**config.mk**
```make
export PLATFORM = sky130hd
export DESIGN_NAME = hcbp_ram
export DESIGN_NICKNAME = d
export VERILOG_FILES = /design/src/hw/rtl/hcbp_ram.sv
export SDC_FILE = /design/constraint.sdc
export NUM_CORES = 1
export LEC_CHECK = 0
export ABC_AREA = 1
export BUFFER_PORTS_ARGS = -buffer_cell sky130_fd_sc_hd__buf_2
export CORE_UTILIZATION = 41
export CTS_CLUSTER_DIAMETER = 60
export CTS_CLUSTER_SIZE = 8
export DETAILED_ROUTE_END_ITERATION = 7
export GPL_ROUTABILITY_DRIVEN = 0
export GPL_TIMING_DRIVEN = 0
export PLACE_DENSITY_LB_ADDON = 0.3
export REMOVE_ABC_BUFFERS = 1
export SLEW_MARGIN = 20
export SYNTH_ARGS = -nofsm -noshare
export SYNTH_HDL_FRONTEND = slang
export SYNTH_SLANG_ARGS = --single-unit
```
**constraint.sdc**
```tcl
create_clock -name clk -period 0.85 [get_ports clk]
set_input_delay 0 -clock clk [delete_from_list [all_inputs] [get_ports clk]]
set_output_delay 0 -clock clk [all_outputs]
set_load 0.02 [all_outputs]
```
**src/hw/rtl/hcbp_ram.sv**
```systemverilog
// ----------------------------------------------------------------------------
// hcbp_ram
// Generic single write port, single read port RAM with registered read.
// ----------------------------------------------------------------------------
module hcbp_ram #(
	parameter int unsigned WIDTH = 8,
	parameter int unsigned DEPTH = 16
) (
	input  logic                     clk,
	input  logic                     we,
	input  logic [$clog2(DEPTH)-1:0] waddr,
	input  logic [WIDTH-1:0]         wdata,
	input  logic                     re,
	input  logic [$clog2(DEPTH)-1:0] raddr,
	output logic [WIDTH-1:0]         rdata
);

	logic [WIDTH-1:0] mem [DEPTH];
	logic [WIDTH-1:0] rdata_q;

	always_ff @(posedge clk) begin
		if (we) begin
			mem[waddr] <= wdata;
		end
		if (re) begin
			rdata_q <= mem[raddr];
		end
	end

	assign rdata = rdata_q;

endmodule

```
## Yosys cells after proc, flatten, opt, wreduce, memory -nomap -nowiden

Memory sizes are Yosys's and may differ from the RTL's. A register that Yosys moved wholly into a read port is not among the register bits.
Cells that the tools add are included.

| word-level totals | value |
|---|---|
| output and inout port bits | 8 |
| memories | 1 |
| register bits after elaboration | 0 |
| input port bits | 19 |
| memory bits (writable) | 128 |
| logic and storage cells | 3 |

| operators by class | value |
|---|---|
| multiplexer cells | 2 |

Memory list:

| memory | words | bits a word | rd ports | clocked after Yosys merged registers in | write ports | RTL line | RTL |
|---|---|---|---|---|---|---|---|
| mem | 16 | 8 | 1 | 1 | 1 | 18 | `logic [WIDTH-1:0] mem [DEPTH];` |

Operator list:

| operator | count |
|---|---|
| 2-to-1 mux 1 bit | 2 |

## Logic depth before layout (Yosys ltp)

| depth | value |
|---|---|
| depth after elaboration | 2 |
| depth in mapped cells | 8 |
| depth with buffers taken out | 7 |

## Worst setup path after synthesis

No wires, ideal clock.

| timing | value |
|---|---|
| path kind | input port to flip-flop |
| start | input port waddr[3] |
| end | memory mem[4][0], enable pin |
| data required time | 480 ps |
| data arrival time | 581 ps |
| library setup time | 370 ps |
| cell stages on the path | 2 |
| path buffers | 0 |
| path slack | -101 ps |
| cells stage by stage | nand3b_1 > nor2_1 |

RTL lines:

| item | RTL line | RTL |
|---|---|---|
| from (decl) | 11 | `input logic [$clog2(DEPTH)-1:0] waddr,` |
| to (decl) | 18 |  |

Straight into the memory's write port.

==> PnR_summary.wiki <==
{| class="wikitable"
! Metric !! Value
|-
| Max stage delay on crit path || 0.38 ns
|-
| Area of the placeable core || 13,900 um^2
|-
| Layer carrying the most global-route usage || met2
|-
| Violated checks || setup timing
|-
| Final hold violations || 0
|-
| Largest family of logic cells by synthesized area || simple AND/OR/NAND/NOR gates
|-
| Count of max-cap constraint violations || 0
|-
| Count of buffers added by post-CTS timing repair for setup || 0
|-
| Clock tree root buffer cell || clkbuf_16
|-
| Die height || 121 um
|-
| Synthesized-area fraction occupied by adder cells || 0%
|-
| Setup violators final || 16
|-
| Layout cells sized above 1 || 16.7%
|-
| Finished Core Util || 50.7%
|-
| Vias || 3,740
|-
| Setup skew after layout || 0.00553 ns
|-
| Power per cell area || 2300 nW/um^2
|-
| Kind of critical path || flip-flop to flip-flop
|-
| Post-route DRC || 0
|-
| Die Outline Area || 14,700 um^2
|-
| Area fraction in compound gates after synthesis || 0%
|-
| Per-cell routed wire length || 16.3 um
|-
| Detailed-routing iteration count for the pre-antenna-repair pass || 4
|-
| Kind of cell adding the most delay to the critical path || simple AND/OR/NAND/NOR gates
|-
| Maximum clock path buffer count || 2
|-
| Flip-flop and latch count after synthesis || 136
|-
| Multiplexer share of the synthesized area || 0%
|-
| Tot GR Track Use || 18.2%
|-
| Total grt overflow || 0
|-
| PortBufs || 26
|-
| Sink Count || 136
|-
| Maximum achievable frequency || 0.862 GHz
|-
| Slowest cell on the critical path || edfxtp_1
|-
| Starting density of the core || 42.1%
|-
| Proportion of netlist area held by the largest area contributor || 69.8%
|-
| Status || complete, but fails checks
|-
| Hold crit path type || input port to flip-flop
|-
| Global Route met2 Usage || 31.0%
|-
| Mean Syn Cell Area || 10.6 um^2
|-
| Layout overhead on the synthesized area || 20.3%
|-
| Gate Count Post-Synth || 551
|-
| Synth area leader || edfxtp_1
|-
| CTS tree || built
|-
| Largest net degree at the start of global routing || 66
|-
| Share of synthesized cell area in and, or, nand and nor gates || 20.8%
|-
| Clk Latency, worst-skew pair || 0.41 ns
|-
| Number of global-route vias before repair || 3,600
|-
| Global-route wire length before repair || 19.3 mm
|-
| Ports placed on the boundary || 27
|-
| Worst max-slew margin expressed relative to the limit || 52.5%
|-
| Max-slew violation count || 0
|-
| Least setup slack across all paths after layout || -0.310 ns
|-
| Portion of the post-synthesis area used by sequential elements || 69.8%
|-
| Post-synthesis instance area || 5850 um^2
|-
| Maximum fanout along the worst path || 1
|-
| Data arrival time of the worst path || 1.32 ns
|-
| Number of warning messages in the yosys log || 0
|-
| Largest vdd supply drop || 1310 uV
|-
| Synthesized-area fraction occupied by xor and xnor cells || 0%
|-
| WP data required || 1.01 ns
|-
| Overall die width || 121 um
|-
| Critical Path Source Type || flip-flop
|-
| Clock Pin Slew Worst Setup and Hold Paths || 0.06 ns
|-
| Sum of internal, switching and leakage power || 16.2 mW
|-
| Total length of routed wires || 12.6 mm
|-
| Setup repair after global routing missed its margin || yes
|-
| Post-DP HPWL || 7.19 mm
|-
| Least-Margin Pin Slew || 0.712 ns
|-
| Leading cell types by total area after synthesis || edfxtp_1 70%, nand2_1 11%, nand3_1 8.3%
|-
| Crit path buf inv count || 1
|-
| Post-detailed-placement cell area || 6040 um^2
|-
| Post-route ant nets || 0
|-
| Final standard cell area without fillers || 7030 um^2
|-
| Number of rows in the core area || 43
|-
| Final min period || 1.16 ns
|-
| Average vias per placed instance || 4.84
|-
| Cell Chain, Critical Path || inv_1 -> nand2_1 -> nand3_1 -> nand3_1 -> nand3_2 -> nand2_2
|-
| Iteration-0 DRC Markers || 375
|-
| Antenna violations before repair || 1
|-
| Grt met3 use || 4.79%
|-
| Register area || 4080 um^2
|-
| H-Tree Level Count || 4
|-
| Crit share post-route || 136%
|-
| Final net count || 598
|-
| Leak pwr || 2.91 nW
|-
| Global routing usage on met1 || 22.2%
|-
| Kind of end point of the critical path || flip-flop
|-
| Yosys cell types || 11
|-
| Area of the multi-input gates || 1460 um^2
|-
| Clock buffer count from CTS || 17
|-
| Top cell by count, worst path || nand3_1
|-
| Filler cell count in the final layout || 1,179
|}
## registers in the layout, indices dropped and copies added (netlist names)
name and cells:
rdata 8, mem 128
## worst reg2reg max path: stages, from the launching register on
cell and delay, ns:
edfxtp_1 0.38, inv_1 0.07, nand2_1 0.05, nand3_1 0.11, nand3_1 0.09, nand3_2 0.12, nand2_2 0.09
## timing repair
action                     4_1_cts  5_1_grt
pin swaps                       20       17
gates resized for setup         43       36
setup endpoints to repair      144       96
hold buffers                     7        0
hold endpoints to repair       104        0
## logic make-up (layout without fill, tap and decap cells)
group,after synthesis,after routing
other cells,0,1
flops,136,136
buf+inv,126,167
simple gates,289,289
## report_power, final
part           internal (mW)  switching, mW
clock                   4.88           2.68
combinational          0.311          0.734
sequential              7.56         0.0364
total                   12.7           3.45
## path summary, 6_finish.rpt
path | start | to | slack [ns] | depth (start not counted)
worst max register to register | mem[0][3] | rdata[3] | -0.31 | 6
worst max-delay path | mem[0][3] | rdata[3] | -0.31 | 6
worst min-delay path | wdata[4] | mem[4][4] | 0.007 | 1
worst min register to register | mem[13][5] | rdata[5] | 0.75 | 6
## layout by cell type (no fill, tap or decap)
cell type and n:
inv_6 2, buf_4 1, nor2_4 16, nand2_1 169
inv_4 1, bufinv_16 4, nand3_1 73, dlygate4sd3_1 7
nand2_2 4, edfxtp_1 136, nand3_2 24, clkinvlp_4 5
buf_6 7, buf_2 17, inv_1 100, nor2_1 1
nand3b_1 2, clkinv_1 3, clkbuf_1 2, buf_8 1
clkbuf_16 17, diode_2 1
## metal layers
layer	up-vias	wire length (um)
met4	0	154
met1	1793	5250
met5	-	0
li1	1844	-
met3	12	748
met2	91	6480
## cells in the mapped netlist
| cell | count |
|---|---|
| buf_6 | 6 |
| edfxtp_1 | 136 |
| inv_2 | 2 |
| buf_4 | 4 |
| buf_1 | 1 |
| nand3_1 | 97 |
| buf_2 | 13 |
| nand2_1 | 173 |
| inv_1 | 100 |
| nor2_1 | 17 |
| nand3b_1 | 2 |
## final cells by class
class                      count  area share (%)
tap                          180            3.20
clock buffer                  19            6.16
sequential                   136            58.1
multi-input combinational    289            20.8
antenna                        1          0.0356
clock inverter                13            2.53
inverter                     102            5.55
timing repair buffer          33            3.65
## per-stage QoR
step / TNS (ns) / setup slack [ns] / hold WS [ns] / cells
CTS: -4.23 / -0.265 / 0.00212 / 772
global route: -3.51 / -0.348 / 0.00754 / 772
floorplan: -12.13 / -0.271 / 0.0989 / 527
finish: -2.65 / -0.310 / 0.00673 / 773
global placement: -83.35 / -1.94 / 0.376 / 733
detailed placement: -84.27 / -1.39 / 0.385 / 733
Note: power is estimated with default switching activity, not from simulation.
