`src/hw/rtl/hcbp_pkg.sv`:
```
// ----------------------------------------------------------------------------
// hcbp_pkg
// Types and constants shared by the huffman code bit packer.
// ----------------------------------------------------------------------------
package hcbp_pkg;

	localparam int unsigned CODE_W  = 32;
	localparam int unsigned LEN_W   = 6;
	localparam int unsigned ENTRY_W = CODE_W + LEN_W;
	localparam int unsigned MAX_OUT = 4;

	localparam logic [1:0] FUNC_LOAD   = 2'd0;
	localparam logic [1:0] FUNC_ENCODE = 2'd1;
	localparam logic [1:0] FUNC_FLUSH  = 2'd2;

	typedef struct packed {
		logic [1:0]        func;
		logic [7:0]        symbol;
		logic [CODE_W-1:0] code_word;
		logic [LEN_W-1:0]  code_length;
	} in_item_t;

	typedef struct packed {
		logic [7:0] out_byte;
		logic       last;
	} out_item_t;

	typedef struct packed {
		logic [LEN_W-1:0]  len;
		logic [CODE_W-1:0] word;
	} entry_t;

	// bytes produced by one request plus the leftover bit state
	typedef struct packed {
		logic [MAX_OUT-1:0][7:0] bytes;
		logic [2:0]              count;
		logic [6:0]              next_bits;
		logic [2:0]              next_count;
	} pack_res_t;

endpackage

```
`src/hw/rtl/hcbp_pack.sv`:
```
// ----------------------------------------------------------------------------
// hcbp_pack
// Appends a code word to the leftover bits and splits the result into
// output bytes, or pads the leftover bits for a flush.
// ----------------------------------------------------------------------------
module hcbp_pack (
	input  logic [1:0]         func,
	input  logic               sym_ok,
	input  hcbp_pkg::entry_t   entry,
	input  logic [6:0]         pend_bits,
	input  logic [2:0]         pend_count,
	output hcbp_pkg::pack_res_t res
);
	import hcbp_pkg::*;

	localparam int unsigned ACC_W = CODE_W + 7;
	localparam int unsigned ALN_W = 40;

	logic [ACC_W-1:0] acc;
	logic [5:0]       total;
	logic [ALN_W-1:0] aligned;

	always_comb begin
		acc     = (ACC_W'(pend_bits) << entry.len) | ACC_W'(entry.word);
		total   = 6'(pend_count) + entry.len;
		// first code bit moves to bit 39
		aligned = ALN_W'(acc) << (6'd40 - total);

		res.bytes      = '0;
		res.count      = 3'd0;
		res.next_bits  = pend_bits;
		res.next_count = pend_count;

		unique case (func)
			FUNC_ENCODE: begin
				if (sym_ok) begin
					for (int k = 0; k < MAX_OUT; k++) begin
						res.bytes[k] = aligned[ALN_W-1-8*k -: 8];
					end
					res.count      = total[5:3];
					res.next_count = total[2:0];
					res.next_bits  = acc[6:0] & ~(7'h7F << total[2:0]);
				end
			end
			FUNC_FLUSH: begin
				res.bytes[0]   = 8'({1'b0, pend_bits} << (4'd8 - {1'b0, pend_count}));
				res.count      = (pend_count != 3'd0) ? 3'd1 : 3'd0;
				res.next_bits  = 7'd0;
				res.next_count = 3'd0;
			end
			default: begin
				res.count = 3'd0;
			end
		endcase
	end

endmodule

```
`config.mk`:
```
export PLATFORM = sky130hd
export DESIGN_NAME = hcbp_pack
export DESIGN_NICKNAME = d
export VERILOG_FILES = /design/src/hw/rtl/hcbp_pkg.sv /design/src/hw/rtl/hcbp_pack.sv
export SDC_FILE = /design/constraint.sdc
export NUM_CORES = 1
export LEC_CHECK = 0
export BUFFER_PORTS_ARGS = -buffer_cell sky130_fd_sc_hd__buf_2
export CAP_MARGIN = 20
export CORE_UTILIZATION = 50
export DETAILED_ROUTE_END_ITERATION = 12
export MAX_ROUTING_LAYER = met4
export PLACE_DENSITY = 0.8
export SYNTH_ARGS = -nofsm -noshare
export SYNTH_HDL_FRONTEND = slang
export SYNTH_SLANG_ARGS = --single-unit
```
`constraint.sdc`:
```
create_clock -name vclk -period 6.2
set_input_delay 0.93 -clock vclk [all_inputs]
set_output_delay 0.93 -clock vclk [all_outputs]
set_load 0.02 [all_outputs]
```
# Word-level counts from Yosys, hierarchy flattened
# Cells that the tools add are included.
# totals
inputBits,51
reg_bits,0
# classes
mux,6
shift,4
reduce_logical,1
n_bitwise,3
n_addsub,3
n_eq_ne,2
# op_table
op,n
$mux 45,1
$shl 39x6->40,1
$or 39x32->39,1
$shl 7x6->39,1
$mux 24,1
$pmux 10 s2,1
$pmux 8 s2,1
$shl 7x4->8,1
$and 7x7->7,1
$not 7->7,1
$shl 7x3->7 const A,1
$add 3x6->6,1
$pmux 3 s2,1
$sub 6x6->6 const A,1
$sub 4x3->4 const A,1
$reduce_bool 3->1,1
$eq 2x1->1 const B,1
$eq 2x2->1 const B,1
$mux 1,1

# Longest topological paths before layout
# Gate-level depths: netlist of run 1.
# depth
ltp_word,6
ltp_mapped,17
ltp_nobuf,14

# Least setup slack after synthesis of run 1
# OpenSTA, ideal clock, no wires.
# synth_timing
kind,input -> output
startpoint,input port entry[32] in the netlist's numbering
endpoint,output port res[18] in the netlist's numbering
t_arrival_ps,4912
stages,16
setup_slack_ps,358
t_required_ps,5270
n_path_buf,6
path_cell_list,ha_1 -> buf_2 -> clkinv_1 -> clkbuf_1 -> buf_1 -> ha_1 -> inv_1 -> ha_1 -> clkbuf_1 -> inv_1 -> buf_1 -> clkbuf_1 -> mux2i_1 -> nand2_1 -> a31o_2 -> a211oi_1
# synth_lines
element,line_no,text
"start, declared",hcbp_pack.sv:9,"input hcbp_pkg::entry_t entry,"
"end, declared",hcbp_pack.sv:12,output hcbp_pkg::pack_res_t res

==> results of run 1 <==
-- kinds of logic (layout without fill, tap and decap cells) --
| logic type | after synthesis | count (layout) |
|---|---|---|
| and+or+nand+nor | 271 | 271 |
| adders and majority gates | 12 | 12 |
| AOI/OAI and AO/OA | 315 | 315 |
| muxes | 61 | 61 |
| xor gates and xnor gates | 5 | 5 |
| buffers and inverters | 96 | 147 |
-- cell usage after synthesis, types with 10 or more instances --
| master | n | share of area |
|---|---|---|
| a211oi_1 | 15 | 0.023 |
| a21oi_1 | 46 | 0.047 |
| a22oi_1 | 19 | 0.029 |
| a31oi_1 | 14 | 0.018 |
| a32oi_1 | 12 | 0.021 |
| and2_1 | 10 | 0.013 |
| buf_2 | 21 | 0.021 |
| clkbuf_1 | 33 | 0.025 |
| ha_1 | 11 | 0.028 |
| inv_1 | 27 | 0.021 |
| mux2i_1 | 43 | 0.087 |
| nand2_1 | 76 | 0.058 |
| nand3_1 | 25 | 0.025 |
| nor2_1 | 81 | 0.062 |
| nor2b_1 | 13 | 0.017 |
| nor3_1 | 16 | 0.016 |
| o211ai_1 | 18 | 0.027 |
| o21ai_0 | 49 | 0.050 |
| o22ai_1 | 29 | 0.037 |
-- worst min-delay path, delay by kind of cell --
kind | cells | cell delay, ns
AO/OA/AOI/OAI | 1 | 0.15
buffers and inverters | 2 | 0.29
-- stage by stage --
step | hold slack, ns | worst slack, ns
final | 2.30 | 0.281
after global routing | 2.32 | 0.0519
after CTS | 2.30 | 0.432
after detailed placement | 2.30 | 0.410
after global placement | 2.30 | 0.541
after floorplan | 2.09 | 0.358
-- worst paths after layout --
| path | startpoint | endpoint | slack [ns] |
|---|---|---|---|
| max | pend_count[0] | res[14] | 0.28 |
| min | pend_count[2] | res[2] | 2.30 |
-- power breakdown --
group,leakage [nW],switching [W],internal (W),total (W)
clock,0,0,0,0
sequential,0,0,0,0
combinational,2.25,0.000717,0.000368,0.00108
-- layout make-up --
class | instances | area [sq um] | area share
repair buffers | 117 | 638 | 0.117
inverters | 30 | 113 | 0.0207
multi-input cells | 664 | 4520 | 0.832
well taps | 129 | 161 | 0.0297
-- layer usage --
layer  vias to the layer above  routed length [um]
met5                         -                   0
met4                         0                 812
met3                        81                2790
met2                       570                8840
met1                      3116                8290
li1                       3055                   -
==> impl_results.md, run 1 <==
* Total design power at 0.00108 W
* Post-Syn Nets at 823
* Post-Place Cells at 940
* Final setup TNS at 0 ns
* Hold buffer count at CTS at 0
* Worst Hold Class: in2out
* Detailed-route via count at 6822
* GRT Overall Usage at 0.411
* Sequential cells at 0
* CP Capture Type: output port
* Antenna violations before repair at 0
* Global route hottest layer: met2
* Die W at 101 um
* Die ar. at 0.0102 sq mm
* Largest net degree at the start of global routing at 50
* Slowest stage delay, CP at 0.59 ns
* Most common cell after layout, fill and taps aside: buf_2
* Non-filler cells, final at 940
* Crit path time final at 5.92 ns
* # diodes at 0
* Met1 GRT Util at 0.563
* ANT nets after route at 0
* Synth Area in Simple Gates at 0.267
* Leakage power at 2.25 nW
* Design area at 0.00544 sq mm
* Initial core utilization at 0.525
* RD Place Congestion at 1.09
* Grt met2 use at 0.620
* Post-layout util at 0.580
* Slew HR at 0.396
* Global route overflow at 0
* Critical path arrival at 4.99 ns
* Placement Cell Area at 0.00544 sq mm
* Vias/cell at 7.26
* Seq/Total Area, Yosys at 0
* Number of global-route vias before repair at 5953
* Fmax achieved at 169 MHz
* Main combinational cell family by area after synthesis: compound AO/OA/AOI/OAI gates
* Avg Cell Area, Syn at 6.48 sq um
* Most frequent cells in the layout: 96 x buf_2, 81 x nor2_1, 76 x nand2_1
* Power Density at 200 mW/mm^2
* WP buf/inv at 7
* Slowest-stage cell, CP: nor4_1
* Xor/xnor share of the synthesized area at 0.0119
* Adder-Cell Fraction of Synth Area at 0.0320
* Resized cells post-CTS at 0
* Filler Cells Inserted at 983
* Critical path fanouts, max at 30
* Kind of start point of the critical path: primary input
* Layout cells sized above 1 at 0.207
* Postcts setup bufs at 0
* Crit path kind: in2out
* RSZ-0062 raised after global routing: no
* Final setup viols at 0
* Max-capacitance violation count at 0
* FF+latch area at 0 sq um
* P&R area growth vs syn at 10.4%
* Yosys cell types at 89
* Die height at 101 um
* Warnings, synthesis at 0
* Core box area at 0.00937 sq mm
* Max VDD drop at 87.4 uV
* Crit-path cells: buf_2 > ha_2 > fa_1 > inv_1 > ha_1 > inv_1 > ha_1 > buf_4 > buf_4 > nor2_1 > inv_1 > nor2_1 > a32o_1 > nor4_1 > a21oi_1 > a22o_1 > buf_2
* Post-synthesis mux area share at 0.143
* Hold Fails Final Rpt at 0
* Cell depth of the worst setup path at 17
* Synth Area in Compound Gates at 0.463
* Post-Syn Area at 0.00492 sq mm
* Pins Over Slew Limit at 0
* Nets@finish at 876
* Rows at 35
* Largest delay contributor family on the critical path: adder cells
* Number of remaining DRC errors at 0
* Top cell by count, worst path: inv_1
* Hold Path Depth at 3
* Status: finished, final reports clean
* Drt wl/cell at 22.1 um
* M3 GR Usage at 0.0524
* First-pass GRT wire length at 32100 um
* Iteration-0 DRC count of the detailed router at 899
* Mapped Cells at 760
* Total Wirelength at 20700 um
* Tcrit/Tclk final at 0.955
* Worst-Margin Slew at 0.902 ns
* 1st-pass router iterations at 6
* # IOs at 96
* Post-DP HPWL at 16100 um
* Port bufs at 96
* Clock buffers at 0
* CP Data Required Time at 5.27 ns
(Power assumes the default switching activity.)
==> run 2: changes to the inputs <==
--- a/config.mk
+++ b/config.mk
@@ -7,10 +7,10 @@
 export LEC_CHECK = 0
 export BUFFER_PORTS_ARGS = -buffer_cell sky130_fd_sc_hd__buf_2
 export CAP_MARGIN = 20
-export CORE_UTILIZATION = 50
+export CORE_UTILIZATION = 60
 export DETAILED_ROUTE_END_ITERATION = 12
 export MAX_ROUTING_LAYER = met4
-export PLACE_DENSITY = 0.8
+export PLACE_DENSITY = 0.94
 export SYNTH_ARGS = -nofsm -noshare
 export SYNTH_HDL_FRONTEND = slang
 export SYNTH_SLANG_ARGS = --single-unit
==> run 2 against run 1 <==
  * Design area shrank 0.81%
  * Flip-flop and latch count did not move
  * Critical path depth unchanged
  * Fmax fell by 0.70%
  * Global-route usage is 3.6 points higher
  * Non-clock buffer count down 3
  * Count of clock-buffer cells in the layout unchanged
  * Cell count fell by 3.2%
  * Via count grew 3.5%
  * First-iteration DRC count up 94%
  * Core utilization is 11 points higher
  * Die area decreased by 16%
  * Critical endpoint unchanged
==> impl_results.md, run 2 (synthesis gave the netlist of run 1 again) <==
* Non-filler cells, final at 910 (was 940)
* Core box area at 0.00785 sq mm (was 0.00937 sq mm)
* Internal power at 0.000371 W (was 0.000368 W)
* Most frequent cells in the layout: 96 x buf_2, 81 x nor2_1, 76 x nand2_1 (unchanged)
* Leakage power at 2.24 nW (was 2.25 nW)
* Global route overflow at 0 (unchanged)
* Port bufs at 96 (unchanged)
* Sequential cells at 0 (unchanged)
* Rows at 32 (was 35)
* Die ar. at 0.00857 sq mm (was 0.0102 sq mm)
* Clock power frac at 0 (about the same)
* Most common cell after layout, fill and taps aside: buf_2 (unchanged)
* Number of global-route vias before repair at 6010 (was 5953)
* RD Place Congestion at 1.23 (was 1.09)
* Critical path fanouts, max at 15 (was 30)
* Layout cells sized above 1 at 0.204 (was 0.207)
* Post-DP HPWL at 14600 um (was 16100 um)
* Antenna violations before repair at 0 (unchanged)
* Pins Over Slew Limit at 0 (unchanged)
* Worst Hold Class: in2out (unchanged)
* Drt wl/cell at 21.4 um (was 22.1 um)
* Detailed-route via count at 7061 (was 6822)
* # diodes at 0 (unchanged)
* Slowest stage delay, CP at 0.69 ns (was 0.59 ns)
* Final setup viols at 0 (unchanged)
* GRT Overall Usage at 0.447 (was 0.411)
* # IOs at 96 (unchanged)
* FF+latch area at 0 sq um (unchanged)
* Max VDD drop at 119 uV (was 87.4 uV)
* Nets@finish at 873 (was 876)
* Critical path arrival at 5.03 ns (was 4.99 ns)
* Initial core utilization at 0.627 (was 0.525)
* Crit path kind: in2out (unchanged)
* Net Sw Power at 0.000713 W (was 0.000717 W)
* Sequential Power Share at 0 (about the same)
* Max-capacitance violation count at 0 (unchanged)
* Number of remaining DRC errors at 0 (unchanged)
* Hold buffer count at CTS at 0 (unchanged)
* Post-Place Cells at 910 (was 940)
* 1st-pass router iterations at 11 (was 6)
* Final setup TNS at 0 ns (unchanged)
* Vias/cell at 7.76 (was 7.26)
* Hold Path Depth at 3 (unchanged)
* CP Capture Type: output port (unchanged)
* Slowest-stage cell, CP: nor4_1 (unchanged)
* Die W at 92.6 um (was 101 um)
* Slew HR at 0.407 (was 0.396)
* Combinational power share at 1.000 (about the same)
* Crit path time final at 5.96 ns (was 5.92 ns)
* RSZ-0062 raised after global routing: no (unchanged)
* Hold path start: pend_count[2] (unchanged)
* P&R area growth vs syn at 9.53% (was 10.4%)
* Postcts setup bufs at 0 (unchanged)
* Switching Fraction at 0.658 (was 0.661)
* Worst-Margin Slew at 0.881 ns (was 0.902 ns)
* Iteration-0 DRC count of the detailed router at 1747 (was 899)
* Top cell by count, worst path: inv_1 (unchanged)
* Crit-path cells: buf_2 > ha_2 > fa_1 > inv_1 > ha_1 > inv_1 > ha_1 > inv_1 > buf_4 > nand2_1 > o21ai_0 > a31oi_1 > nor4_1 > mux2_2 > o211ai_1 > a22o_1 > buf_2 (was buf_2 > ha_2 > fa_1 > inv_1 > ha_1 > inv_1 > ha_1 > buf_4 > buf_4 > nor2_1 > inv_1 > nor2_1 > a32o_1 > nor4_1 > a21oi_1 > a22o_1 > buf_2)
* Filler Cells Inserted at 674 (was 983)
* Kind of start point of the critical path: primary input (unchanged)
* Power Density at 201 mW/mm^2 (was 200 mW/mm^2)
* Worst hold margin at 2.29 ns (was 2.30 ns)
* Status: finished, final reports clean (unchanged)
* ANT nets after route at 0 (unchanged)
* Clock buffers at 0 (unchanged)
* Total Wirelength at 19400 um (was 20700 um)
* First-pass GRT wire length at 30200 um (was 32100 um)
* CP Data Required Time at 5.27 ns (about the same)
* Hold Fails Final Rpt at 0 (unchanged)
* Die height at 92.6 um (was 101 um)
* Fmax achieved at 168 MHz (was 169 MHz)
* Resized cells post-CTS at 0 (unchanged)
* Tcrit/Tclk final at 0.961 (was 0.955)
* Hold Path Sink: res[2] (unchanged)
* Largest net degree at the start of global routing at 50 (unchanged)
==> run 2: final cells by class <==
cell class | count | area (sq um) | share of cell area
inverter | 30 | 113 | 0.0209
tap | 102 | 128 | 0.0237
timing repair buffer | 114 | 628 | 0.117
multi-input combinational | 664 | 4520 | 0.839
==> run 2: worst max-delay path by stage <==
stage | from | to | cells after the start
final | pend_count[0] | res[14] | 17
after floorplan | entry[32] | res[18] | 16
after CTS | pend_count[0] | res[14] | 17
after global routing | pend_count[0] | res[14] | 17
after detailed placement | pend_count[0] | res[14] | 17
after global placement | pend_count[0] | res[14] | 17
==> run 2: per-layer routing <==
metal | routed length (um) | vias to the layer above | part of all wire | global-route usage
met5 | 0 | - | 0 | -
li1 | - | 3055 | - | -
met3 | 3410 | 191 | 0.18 | 0.119
met4 | 1270 | 0 | 0.065 | 0.193
met2 | 7980 | 774 | 0.41 | 0.669
met1 | 6780 | 3041 | 0.35 | 0.565
==> run 2: stage by stage <==
stage	util	setup slack, ns	total power, W	area (sq um)
floorplan	-	0.358	0.000748	4920
global placement	0.687	0.615	0.000991	5390
detailed placement	0.687	0.490	0.00101	5390
CTS	0.687	0.497	0.00101	5390
global route	0.687	0.181	0.00113	5390
finish	0.687	0.240	0.00108	5390
==> run 2: worst max-delay path: cells and delay by family <==
family | cells | cell delay (ns)
buf+inv | 6 | 0.93
fa+ha+maj | 4 | 1.44
mux | 1 | 0.33
compound gates | 4 | 0.57
simple gates | 2 | 0.83
==> run 2: power by group through the flow <==
stage                     Clock, W  Combinational, W  Sequential (W)
final                            0           0.00108               0
after global routing             0           0.00113               0
after CTS                        0           0.00101               0
after detailed placement         0           0.00101               0
after global placement           0          0.000991               0
after floorplan                  0          0.000748               0
