File: src/hw/rtl/hcbp_pkg.sv
// ----------------------------------------------------------------------------
// hcbp_pkg
// Types and constants shared by the huffman code bit packer.
// ----------------------------------------------------------------------------
package hcbp_pkg;

	localparam int unsigned CODE_W  = 32;
	localparam int unsigned LEN_W   = 6;
	localparam int unsigned ENTRY_W = CODE_W + LEN_W;
	localparam int unsigned MAX_OUT = 4;

	localparam logic [1:0] FUNC_LOAD   = 2'd0;
	localparam logic [1:0] FUNC_ENCODE = 2'd1;
	localparam logic [1:0] FUNC_FLUSH  = 2'd2;

	typedef struct packed {
		logic [1:0]        func;
		logic [7:0]        symbol;
		logic [CODE_W-1:0] code_word;
		logic [LEN_W-1:0]  code_length;
	} in_item_t;

	typedef struct packed {
		logic [7:0] out_byte;
		logic       last;
	} out_item_t;

	typedef struct packed {
		logic [LEN_W-1:0]  len;
		logic [CODE_W-1:0] word;
	} entry_t;

	// bytes produced by one request plus the leftover bit state
	typedef struct packed {
		logic [MAX_OUT-1:0][7:0] bytes;
		logic [2:0]              count;
		logic [6:0]              next_bits;
		logic [2:0]              next_count;
	} pack_res_t;

endpackage

File: src/hw/rtl/hcbp_obuf.sv
// ----------------------------------------------------------------------------
// hcbp_obuf
// Holds the bytes of one request and hands them out one per accepted beat.
// ----------------------------------------------------------------------------
module hcbp_obuf (
	input  logic                clk,
	input  logic                arst_n,
	input  logic                load,
	input  hcbp_pkg::pack_res_t res,
	output logic                can_load,
	output logic                out_valid,
	input  logic                out_ready,
	output hcbp_pkg::out_item_t out_data
);
	import hcbp_pkg::*;

	logic [MAX_OUT-1:0][7:0] bytes_q;
	logic [2:0]              rem_q;
	logic                    pop;

	assign out_valid = (rem_q != 3'd0);
	assign pop       = out_valid && out_ready;
	assign can_load  = (rem_q == 3'd0) || ((rem_q == 3'd1) && out_ready);

	always_ff @(posedge clk or negedge arst_n) begin
		if (!arst_n) begin
			rem_q <= 3'd0;
		end else if (load) begin
			rem_q <= res.count;
		end else if (pop) begin
			rem_q <= rem_q - 3'd1;
		end
	end

	always_ff @(posedge clk) begin
		if (load) begin
			bytes_q <= res.bytes;
		end else if (pop) begin
			bytes_q <= {8'h00, bytes_q[MAX_OUT-1:1]};
		end
	end

	assign out_data.out_byte = bytes_q[0];
	assign out_data.last     = (rem_q == 3'd1);

endmodule

File: config.mk
export PLATFORM = sky130hd
export DESIGN_NAME = hcbp_obuf
export DESIGN_NICKNAME = d
export VERILOG_FILES = /design/src/hw/rtl/hcbp_pkg.sv /design/src/hw/rtl/hcbp_obuf.sv
export SDC_FILE = /design/constraint.sdc
export NUM_CORES = 1
export LEC_CHECK = 0
export ABC_AREA = 0
export ABC_CLOCK_PERIOD_IN_PS = 2670
export BUFFER_PORTS_ARGS = -buffer_cell sky130_fd_sc_hd__buf_2
export CAP_MARGIN = 25
export CORE_AREA = 3 3 62 64
export DETAILED_ROUTE_END_ITERATION = 16
export DIE_AREA = 0 0 65 67
export PLACE_DENSITY = 0.76
export SLEW_MARGIN = 20
export SYNTH_ARGS = -nofsm -noshare
export SYNTH_HDL_FRONTEND = slang
export SYNTH_SLANG_ARGS = --single-unit
File: constraint.sdc
create_clock -name clk -period 2.67 [get_ports clk]
set_input_delay 0.1335 -clock clk [delete_from_list [all_inputs] [get_ports clk]]
set_output_delay 0.1335 -clock clk [all_outputs]
set_load 0.01 [all_outputs]
# Word-level counts from Yosys, hierarchy flattened

Index checks and enable logic that the tools add are counted.

Flip-flop bits (word level): 35
Input bits: 49
Word-level logic and storage cells: 17

Add/sub/neg operators: 1
Eq/ne operators: 1
Muxes and demuxes: 4
Reduce and logical (&&, ||, !) cells: 6

Operators by type and width:

| cell                | count |
|---|---|
| $mux 32             | 2 |
| $mux 3              | 2 |
| $eq 3x1->1 const B  | 1 |
| $logic_not 3->1     | 1 |
| $reduce_bool 3->1   | 1 |
| $sub 3x1->3 const B | 1 |
| $logic_and 1x1->1   | 2 |
| $reduce_bool 2->1   | 1 |
| $logic_or 1x1->1    | 1 |

# Logic depth before layout (Yosys ltp)

Gate-level depths: netlist of the first run.

Depth after elaboration: 4
Gate-level depth with buffers: 6

# Worst setup path after synthesis of the first run

No wires, ideal clock.

Path kind: register to register
From: reg rem_q[0]
To: reg bytes_q[10] (netlist bit), enable pin
Library setup time: 394 ps
Data arrival time: 1730 ps
Path slack: 546 ps
Stages on the path, launching flop included: 7
Path buffers: 0
Cells stage by stage: dfrtp_1 inv_1 ha_1 nor2b_1 inv_1 nand2_1 nand2b_1

Longest elaborated chain between the ends: 3

RTL lines:

| item                               | RTL line        | source |
|---|---|---|
| from (decl)                        | hcbp_obuf.sv:18 | `logic [2:0] rem_q;` |
| from (signal assigned)             | hcbp_obuf.sv:29 | `rem_q <= res.count;` |
| from (signal assigned)             | hcbp_obuf.sv:31 | `rem_q <= rem_q - 3'd1;` |
| $reduce_bool 3->1                  | hcbp_obuf.sv:21 | `assign out_valid = (rem_q != 3'd0);` |
| net out_valid                      | hcbp_obuf.sv:11 | `output logic out_valid,` |
| $logic_and 1x1->1                  | hcbp_obuf.sv:22 | `assign pop = out_valid && out_ready;` |
| $reduce_bool 2->1 (no source line) | n/a             |  |
| to (signal assigned)               | hcbp_obuf.sv:37 | `bytes_q <= res.bytes;` |
| to (signal assigned)               | hcbp_obuf.sv:39 | `bytes_q <= {8'h00, bytes_q[MAX_OUT-1:1]};` |
| to (decl)                          | hcbp_obuf.sv:17 | `logic [MAX_OUT-1:0][7:0] bytes_q;` |

The timed path passes the listed nets, and every way through them passes these cells.
A chain may end at the register's enable or synchronous reset.

# Worst setup path after layout of the first run

From: reg rem_q[0]
To: reg bytes_q[30] (netlist bit), enable pin

Longest elaborated chain between the ends: 3

RTL lines:

| item                               | RTL line |
|---|---|
| $reduce_bool 3->1                  | hcbp_obuf.sv:21 |
| $logic_and 1x1->1                  | hcbp_obuf.sv:22 |
| $reduce_bool 2->1 (no source line) | n/a |

No other way between the ends.

==> results of run 1 <==
==> worst paths after layout <==
| path | start | to | slack, ns | cells past startpoint |
|---|---|---|---|---|
| min | res[11] | rem_q[1] | 0.06 | 2 |
| min reg2reg | bytes_q[26] | bytes_q[18] | 0.56 | 1 |
| max | rem_q[0] | bytes_q[30] | 0.88 | 7 |
| min in group asynchronous | arst_n | rem_q[2] | 0.12 | 2 |
| max in group asynchronous | arst_n | rem_q[0] | 2.45 | 2 |
| max reg2reg | rem_q[0] | bytes_q[30] | 0.88 | 7 |
==> critical path, stage by stage, from the launching register on <==
cell	delay, ns
dfrtp_1	0.39
inv_1	0.09
ha_1	0.21
nor2b_1	0.16
inv_1	0.09
nand2_1	0.09
nand2b_1	0.08
buf_4	0.35
==> report_power, final <==
group / internal [mW] / total [mW] / switching, mW
Combinational: 0.0903 / 0.172 / 0.0819
Clock: 0.103 / 0.264 / 0.162
Sequential: 0.677 / 0.693 / 0.0167
Total: 0.869 / 1.13 / 0.261
==> area by class of cell <==
type                    count  area, µm²  share of cell area, %
inverters                   3       11.3                  0.596
multi-input cells          52        460                   24.4
clock inverters             1       5.00                  0.265
repair buffers             52        273                   14.4
clock buffers               7       45.0                   2.39
flip-flops and latches     35       1040                   54.9
well taps                  46       57.6                   3.05
==> kinds of logic after synthesis <==
family | after synthesis | synth area share [%]
compound gates | 4 | 1.89
fa+ha+maj | 3 | 2.36
buf+inv | 15 | 5.90
flops | 35 | 65.1
mux | 24 | 17.0
simple gates | 21 | 7.71
==> layer usage <==
metal | routed length, µm | part of all wire [%] | vias to the layer above | track usage [%]
met5 | 0 | 0 | - | 0
met1 | 1010 | 41 | 414 | 13.6
li1 | - | - | 461 | -
met2 | 1160 | 47 | 35 | 21.1
met3 | 243 | 9.9 | 7 | 7.25
met4 | 46 | 1.9 | 0 | 6.33
==> cell usage in the layout, fill, tap and decap left out, drive strengths merged <==
cell	n
nor2b	2
ha	3
dlygate4sd3	2
inv	3
clkbuf	7
a21oi	1
nor4bb	1
nand2b	1
nand2	5
clkinv	1
nor4b	2
and2	8
nor2	2
edfxtp	32
mux2	24
dfrtp	3
buf	50
a221o	2
o21ai	1
==> flip-flops by register name, summed over array words and instances (netlist names) <==
signal    count
bytes_q      24
out_data      8
rem_q         3
==> flow_metrics.env, run 1 <==
export IMPL_cts_tree="yes"
export IMPL_avgViaCountPerCell=4.68
export IMPL_power_density_mw_per_mm2=598
export IMPL_gp_congestion=0.664
export IMPL_final_util_pct=56.6
export IMPL_clock_latency_ns=0.34
export IMPL_core_area_mm2=0.00334
export IMPL_tightest_slew_ns=0.745
export IMPL_ys_seq_area_share_pct=65.1
export IMPL_skew_ns=0.00947
export IMPL_grt_max_degree=42
export IMPL_power_mw=1.13
export IMPL_yosys_top_cells_area="edfxtp_1, mux2_2, dfrtp_1, buf_4, and2_1"
export IMPL_yosys_area_top_type="edfxtp_1"
export IMPL_syn_avg_cell_area_um2=15.6
export IMPL_post_cts_buffers=0
export IMPL_synth_edff_count=32
export IMPL_cap_violations=0
export IMPL_cts_buffer_depth=2
export IMPL_critPathArrivalTime_ns=1.79
export IMPL_fp_row_count=21
export IMPL_rsz0062_at_grt="false"
export IMPL_dr_first_iter_drc_count=40
export IMPL_num_antenna_cells=0
export IMPL_netlist_top_cells_count="edfxtp_1, mux2_2, buf_4"
export IMPL_drive_gt1_share_pct=53.3
export IMPL_die_area_mm2=0.00436
export IMPL_synth_main_ff_cell="edfxtp_1"
export IMPL_synth_warnings=0
export IMPL_maxSlewViolCount=0
export IMPL_netlist_area_mm2=0.00159
export IMPL_ir_drop_v=0.000267
export IMPL_die_y_um=67
export IMPL_fin_area_mm2=0.00189
export IMPL_cts_root_buf="clkbuf_4"
export IMPL_layout_setup_ws_ns=0.881
export IMPL_wl_per_cell_um=12.5
export IMPL_setup_tns_final_ns=0
export IMPL_clk_pin_slew_ns=0.09
export IMPL_vias=917
export IMPL_syn_inst=102
export IMPL_place_area_mm2=0.00182
export IMPL_finalCritPeriodShare_pct=67.0
export IMPL_outcome="finished clean"
export IMPL_wirelength_um=2450
export IMPL_cts_htree_levels=2
export IMPL_fill_cells=298
export IMPL_cts_resized=0
export IMPL_synth_nets=154
export IMPL_ant_nets=0
export IMPL_slew_headroom_pct=50.4
export IMPL_cts_hold_buf=2
export IMPL_grt_usage_pct=13.0
export IMPL_ys_types=17
export IMPL_start_util_pct=47.7
export IMPL_stdcell_count=196
export IMPL_place_inst=186
export IMPL_ios=60
export IMPL_drc=0
export IMPL_fin_crit_ns=1.79
export IMPL_nNetsFinal=201
export IMPL_pre_cts_ws_ns=0.872
export IMPL_finalHoldViolations=0
export IMPL_path_max_fanout=32
export IMPL_start_kind="flop"
export IMPL_drt_first_pass_iters=3
export IMPL_crit_type="reg -> reg"
export IMPL_ys_ff_latch=35
export IMPL_chipWidth_um=65
export IMPL_synth_most_common_cell="edfxtp_1"
export IMPL_antenna_found_initial=0
export IMPL_hold_slack_ns=0.0570
export IMPL_grt_ovfl_total=0
export IMPL_cts_inserted_buffers=5
export IMPL_area_growth_pct=18.7
export IMPL_setup_viol=0
export IMPL_hp_class="in -> reg"
export IMPL_post_dp_hpwl_um=1710
export IMPL_end_kind="flop"
export IMPL_fmax_ghz=0.559
export IMPL_synthArstFlopShare_pct=8.57
export IMPL_p_leak_nw=0.795
export IMPL_synth_top_area_share_pct=60.4
export IMPL_portBuffers=49
export IMPL_grt_first_pass_wirelength_um=4090
export IMPL_grt_pass1_vias=925
export IMPL_clock_sinks=35
export IMPL_required_ns=2.67
(Power assumes the default switching activity.)
==> inputs of run 2 (changes only) <==
--- a/config.mk
+++ b/config.mk
@@ -6,13 +6,13 @@
 export NUM_CORES = 1
 export LEC_CHECK = 0
 export ABC_AREA = 0
-export ABC_CLOCK_PERIOD_IN_PS = 2670
+export ABC_CLOCK_PERIOD_IN_PS = 1480
 export BUFFER_PORTS_ARGS = -buffer_cell sky130_fd_sc_hd__buf_2
 export CAP_MARGIN = 25
-export CORE_AREA = 3 3 62 64
+export CORE_AREA = 3 3 65 67
 export DETAILED_ROUTE_END_ITERATION = 16
-export DIE_AREA = 0 0 65 67
-export PLACE_DENSITY = 0.76
+export DIE_AREA = 0 0 68 70
+export PLACE_DENSITY = 0.73
 export SLEW_MARGIN = 20
 export SYNTH_ARGS = -nofsm -noshare
 export SYNTH_HDL_FRONTEND = slang
==> constraint.sdc (replaced) <==
create_clock -name clk -period 1.48 [get_ports clk]
set_input_delay 0.074 -clock clk [delete_from_list [all_inputs] [get_ports clk]]
set_output_delay 0.074 -clock clk [all_outputs]
set_load 0.01 [all_outputs]
==> flow_metrics.env, run 2 (synthesized netlist as in run 1, its figures left out) <==
export IMPL_area_growth_pct=32.3
export IMPL_clk_pin_slew_ns=0.06
export IMPL_clock_latency_ns=0.27
export IMPL_largest_reg_flops=24
export IMPL_critPathArrivalTime_ns=1.49
export IMPL_gp_congestion=0.673
export IMPL_vias=953
export IMPL_dr_first_iter_drc_count=28
export IMPL_fp_row_count=22
export IMPL_layout_commonest_cell="buf_2"
export IMPL_cts_htree_levels=2
export IMPL_tightest_slew_ns=0.322
export IMPL_avgViaCountPerCell=4.60
export IMPL_ir_drop_v=0.000575
export IMPL_slew_headroom_pct=78.5
export IMPL_finalCritPeriodShare_pct=97.7
export IMPL_num_antenna_cells=0
export IMPL_finalHoldViolations=0
export IMPL_clock_sinks=35
export IMPL_drive_gt1_share_pct=61.6
export IMPL_cap_violations=0
export IMPL_portBuffers=49
export IMPL_place_inst=192
export IMPL_outcome="finished clean"
export IMPL_grt_max_degree=19
export IMPL_stdcell_count=207
export IMPL_cts_buffer_depth=2
export IMPL_fin_crit_ns=1.45
export IMPL_ios=60
export IMPL_cp_common_cell="inv_2"
export IMPL_path_delay_family="flip-flops"
export IMPL_cts_root_buf="clkbuf_8"
export IMPL_start_kind="flop"
export IMPL_fmax_ghz=0.692
export IMPL_drt_first_pass_iters=4
export IMPL_grt_ovfl_total=0
export IMPL_grt_usage_pct=11.3
export IMPL_cts_tree="yes"
export IMPL_drc=0
export IMPL_grt_first_pass_wirelength_um=4010
export IMPL_hp_class="in -> reg"
export IMPL_worst_path_buf_inv=3
export IMPL_ant_nets=0
export IMPL_slowest_stage="dfrtp_1"
export IMPL_rr_startpoint="rem_q[0]"
export IMPL_chipWidth_um=68
export IMPL_setup_viol=0
export IMPL_worstHoldStart="res[12]"
export IMPL_die_area_mm2=0.00476
export IMPL_path_cells="inv_2, ha_4, nor2b_4, inv_2, nand2_4, nand2b_4, clkbuf_16"
export IMPL_wl_per_cell_um=13.4
export IMPL_start_util_pct=43.1
export IMPL_wirelength_um=2770
export IMPL_end_kind="flop"
export IMPL_power_density_mw_per_mm2=1090
export IMPL_p_leak_nw=0.889
export IMPL_hold_slack_ns=0.00899
export IMPL_antenna_found_initial=0
export IMPL_cts_inserted_buffers=5
export IMPL_regMostFlops="bytes_q"
export IMPL_crit_type="reg -> reg"
export IMPL_die_y_um=70
export IMPL_core_area_mm2=0.00369
export IMPL_required_ns=1.52
export IMPL_grt_pass1_vias=955
export IMPL_mostFrequentLayoutCells="buf_2, edfxtp_1, mux2_2"
export IMPL_maxSlewViolCount=0
export IMPL_grt_util_met3_pct=4.50
export IMPL_fill_cells=319
export IMPL_path_max_fanout=5
export IMPL_nNetsFinal=210
export IMPL_cp_slowest_stage_delay_ns=0.38
export IMPL_grt_use_met1_pct=13.4
export IMPL_met2_usage_pct=18.1
export IMPL_skew_ns=0.00447
export IMPL_startpoint="rem_q[0]"
export IMPL_gr_max_usage_layer="met2"
-- run 2: changes by cell type in the layout (fill, tap and decap cells not counted), moves of 3 or more --
cell      before  now
buf_12         0    3
buf_4          1    5
clkbuf_4       5    0
clkbuf_8       0    5
inv_1          3    0
inv_2          0    3
-- run 2: path summary, 6_finish.rpt --
| path | slack (ns) | endpoint | cells past startpoint |
|---|---|---|---|
| worst max-delay path | 0.03 | bytes_q[22] | 7 |
| worst min-delay path | 0.009 | rem_q[2] | 3 |
| worst max register to register | 0.03 | bytes_q[22] | 7 |
| worst min register to register | 0.54 | bytes_q[12] | 1 |
| max in group asynchronous | 1.26 | rem_q[1] | 2 |
| min in group asynchronous | 0.12 | rem_q[0] | 2 |
-- run 2: what timing repair did --
action | in CTS | in global routing
hold buffers | 1 | 0
buffers inserted | 0 | 4
hold endpoints to repair | 3 | 0
setup endpoints to repair | 0 | 33
resized for setup | 0 | 7
-- run 2: cell type report --
type                            count  area [µm²]  area share, %
Sequential cell                    35        1040           49.3
Multi-Input combinational cell     52         515           24.5
Timing Repair Buffer               61         400           19.0
Clock buffer                        6        72.6           3.45
Tap cell                           48        60.1           2.86
Inverter                            3        11.3          0.535
Clock inverter                      2        7.51          0.357
-- run 2: worst register-to-register path: stages, from the launching register on --
cell	delay, ns
dfrtp_1	0.38
inv_2	0.09
ha_4	0.14
nor2b_4	0.17
inv_2	0.07
nand2_4	0.08
nand2b_4	0.10
clkbuf_16	0.17
-- run 2: where the power goes --
part / total, mW / internal [mW] / switching, mW
combinational: 0.434 / 0.245 / 0.189
clock: 0.611 / 0.320 / 0.291
sequential: 1.26 / 1.22 / 0.0347
-- run 2: per-layer routing --
| layer | routed length [µm] | vias up | share of wire, % |
|---|---|---|---|
| met5 | 0 | - | 0 |
| met4 | 8 | 0 | 0.29 |
| met3 | 214 | 2 | 7.7 |
| met2 | 1410 | 35 | 51 |
| met1 | 1140 | 440 | 41 |
| li1 | - | 476 | - |
-- run 2: stage by stage --
step / util (%) / TNS, ns / total power [mW] / area [µm²] / worst slack [ns]
3_5_place_dp: 51.9 / 0 / 1.65 / 1910 / 0.0194
6_report: 57.0 / 0 / 2.30 / 2100 / 0.0347
4_1_cts: 54.3 / 0 / 2.26 / 2000 / 0.00861
2_1_floorplan: - / 0 / 1.51 / 1620 / 0.00463
3_3_place_gp: 51.9 / 0 / 1.62 / 1910 / 0.0819
5_1_grt: 57.0 / -0.608 / 2.42 / 2100 / -0.0295
==> inputs of run 3 (changes only) <==
--- a/config.mk
+++ b/config.mk
@@ -9,9 +9,9 @@
 export ABC_CLOCK_PERIOD_IN_PS = 1480
 export BUFFER_PORTS_ARGS = -buffer_cell sky130_fd_sc_hd__buf_2
 export CAP_MARGIN = 25
-export CORE_AREA = 3 3 65 67
+export CORE_AREA = 2 2 64 66
 export DETAILED_ROUTE_END_ITERATION = 16
-export DIE_AREA = 0 0 68 70
+export DIE_AREA = 0 0 66 68
 export PLACE_DENSITY = 0.73
 export SLEW_MARGIN = 20
 export SYNTH_ARGS = -nofsm -noshare
==> flow_metrics.env, run 3 (synthesized netlist as in run 1, its figures left out) <==
export IMPL_cp_slowest_stage_delay_ns=0.40
export IMPL_portBuffers=49
export IMPL_cap_violations=0
export IMPL_worst_path_buf_inv=3
export IMPL_finalCritPeriodShare_pct=101
export IMPL_slowest_stage="dfrtp_1"
export IMPL_grt_util_met3_pct=5.76
export IMPL_grt_first_pass_wirelength_um=4170
export IMPL_maxSlewViolCount=0
export IMPL_start_util_pct=41.2
export IMPL_start_kind="flop"
export IMPL_drive_gt1_share_pct=62.3
export IMPL_layout_commonest_cell="buf_2"
export IMPL_grt_ovfl_total=0
export IMPL_regMostFlops="bytes_q"
export IMPL_wirelength_um=2670
export IMPL_setup_viol=18
export IMPL_cp_common_cell="inv_2"
export IMPL_required_ns=1.48
export IMPL_violations="setup timing"
export IMPL_outcome="finished with violations"
export IMPL_dr_first_iter_drc_count=16
export IMPL_met2_usage_pct=22.3
export IMPL_layout_setup_ws_ns=-0.0150
export IMPL_path_max_fanout=6
export IMPL_drc=0
export IMPL_grt_usage_pct=13.1
export IMPL_setup_tns_final_ns=-0.180
export IMPL_clk_pin_slew_ns=0.06
export IMPL_cts_inserted_buffers=5
export IMPL_fmax_ghz=0.669
export IMPL_critPathArrivalTime_ns=1.50
export IMPL_clock_sinks=35
export IMPL_final_util_pct=55.0
export IMPL_finalHoldViolations=0
export IMPL_rsz0062_at_grt="true"
export IMPL_cts_htree_levels=2
export IMPL_post_dp_hpwl_um=1940
export IMPL_wl_per_cell_um=12.8
export IMPL_gp_congestion=0.746
export IMPL_grt_max_degree=16
export IMPL_ant_nets=0
export IMPL_fin_crit_ns=1.49
export IMPL_hp_class="in -> reg"
export IMPL_core_area_mm2=0.00386
export IMPL_die_area_mm2=0.00449
export IMPL_place_inst=196
export IMPL_stdcell_count=209
export IMPL_fp_row_count=23
export IMPL_path_cells="inv_2, ha_4, nor2b_4, inv_2, nand2_4, nand2b_4, clkbuf_16"
export IMPL_avgViaCountPerCell=4.53
export IMPL_cts_tree="yes"
export IMPL_gr_max_usage_layer="met2"
export IMPL_chipWidth_um=66
export IMPL_skew_ns=0.00327
export IMPL_r2r_slack_ns=-0.01
export IMPL_ios=60
export IMPL_power_density_mw_per_mm2=1170
export IMPL_crit_type="reg -> reg"
export IMPL_cts_buffer_depth=2
export IMPL_tightest_slew_ns=0.257
export IMPL_largest_reg_flops=24
export IMPL_antenna_found_initial=0
export IMPL_mostFrequentLayoutCells="buf_2, edfxtp_1, mux2_2"
export IMPL_power_mw=2.48
export IMPL_hold_slack_ns=0.0128
export IMPL_p_leak_nw=0.904
export IMPL_nNetsFinal=211
export IMPL_grt_pass1_vias=930
export IMPL_end_kind="flop"
export IMPL_ir_drop_v=0.000656
export IMPL_cts_root_buf="clkbuf_8"
export IMPL_num_antenna_cells=0
export IMPL_path_delay_family="flip-flops"
export IMPL_grt_use_met1_pct=14.5
export IMPL_slew_headroom_pct=82.6
export IMPL_die_y_um=68
export IMPL_area_growth_pct=33.3
export IMPL_vias=946
export IMPL_drt_first_pass_iters=4
export IMPL_clock_latency_ns=0.28
run 3: cell count changes in the layout (fill, tap and decap cells not counted), sizes merged:
cell	before	now
clkinv	2	0
buf	59	60
bufinv	0	1
run 3: path summary, 6_finish.rpt:
path	startpoint	endpoint	cells after the start
max	rem_q[0]	bytes_q[11]	7
min	res[12]	rem_q[2]	3
max reg2reg	rem_q[0]	bytes_q[11]	7
min reg2reg	bytes_q[8]	out_data[1]	1
max in group asynchronous	arst_n	rem_q[0]	2
min in group asynchronous	arst_n	rem_q[2]	2
run 3: tightest hold or removal path: stages:
cell,delay (ns)
buf_2,0.07
nand2_1,0.04
o21ai_1,0.06
run 3: timing repair:
action	CTS	global route
setup endpoints to repair	0	34
gates resized for setup	0	6
buffers inserted	0	4
hold buffers	1	0
hold endpoints to repair	3	0
run 3: area by class of cell:
cell class	instances	area (µm²)
tap	50	62.6
fill	325	1740
inverter	3	11.3
clock inverter	1	30.0
clock buffer	6	72.6
timing repair buffer	62	404
sequential	35	1040
multi-input combinational	52	503
run 3: where the power goes:
| group | leakage [nW] | internal (mW) | switching, mW |
|---|---|---|---|
| clock | 0.0513 | 0.493 | 0.305 |
| sequential | 0.367 | 1.22 | 0.0362 |
| combinational | 0.486 | 0.245 | 0.181 |
run 3: routing by layer:
metal / wire length (µm) / share of wire (%) / vias to the layer above
met3: 217 / 8.1 / 5
met2: 1320 / 49 / 36
met1: 1100 / 41 / 428
li1: - / - / 477
met4: 41 / 1.5 / 0
met5: 0 / 0 / -
run 3: per-stage QoR:
stage          setup slack [ns]  cell area, µm²
2_1_floorplan           0.00463            1620
3_3_place_gp             0.0663            1930
3_5_place_dp             0.0149            1930
4_1_cts                 0.00974            2040
5_1_grt                 -0.0688            2120
6_report                -0.0150            2120
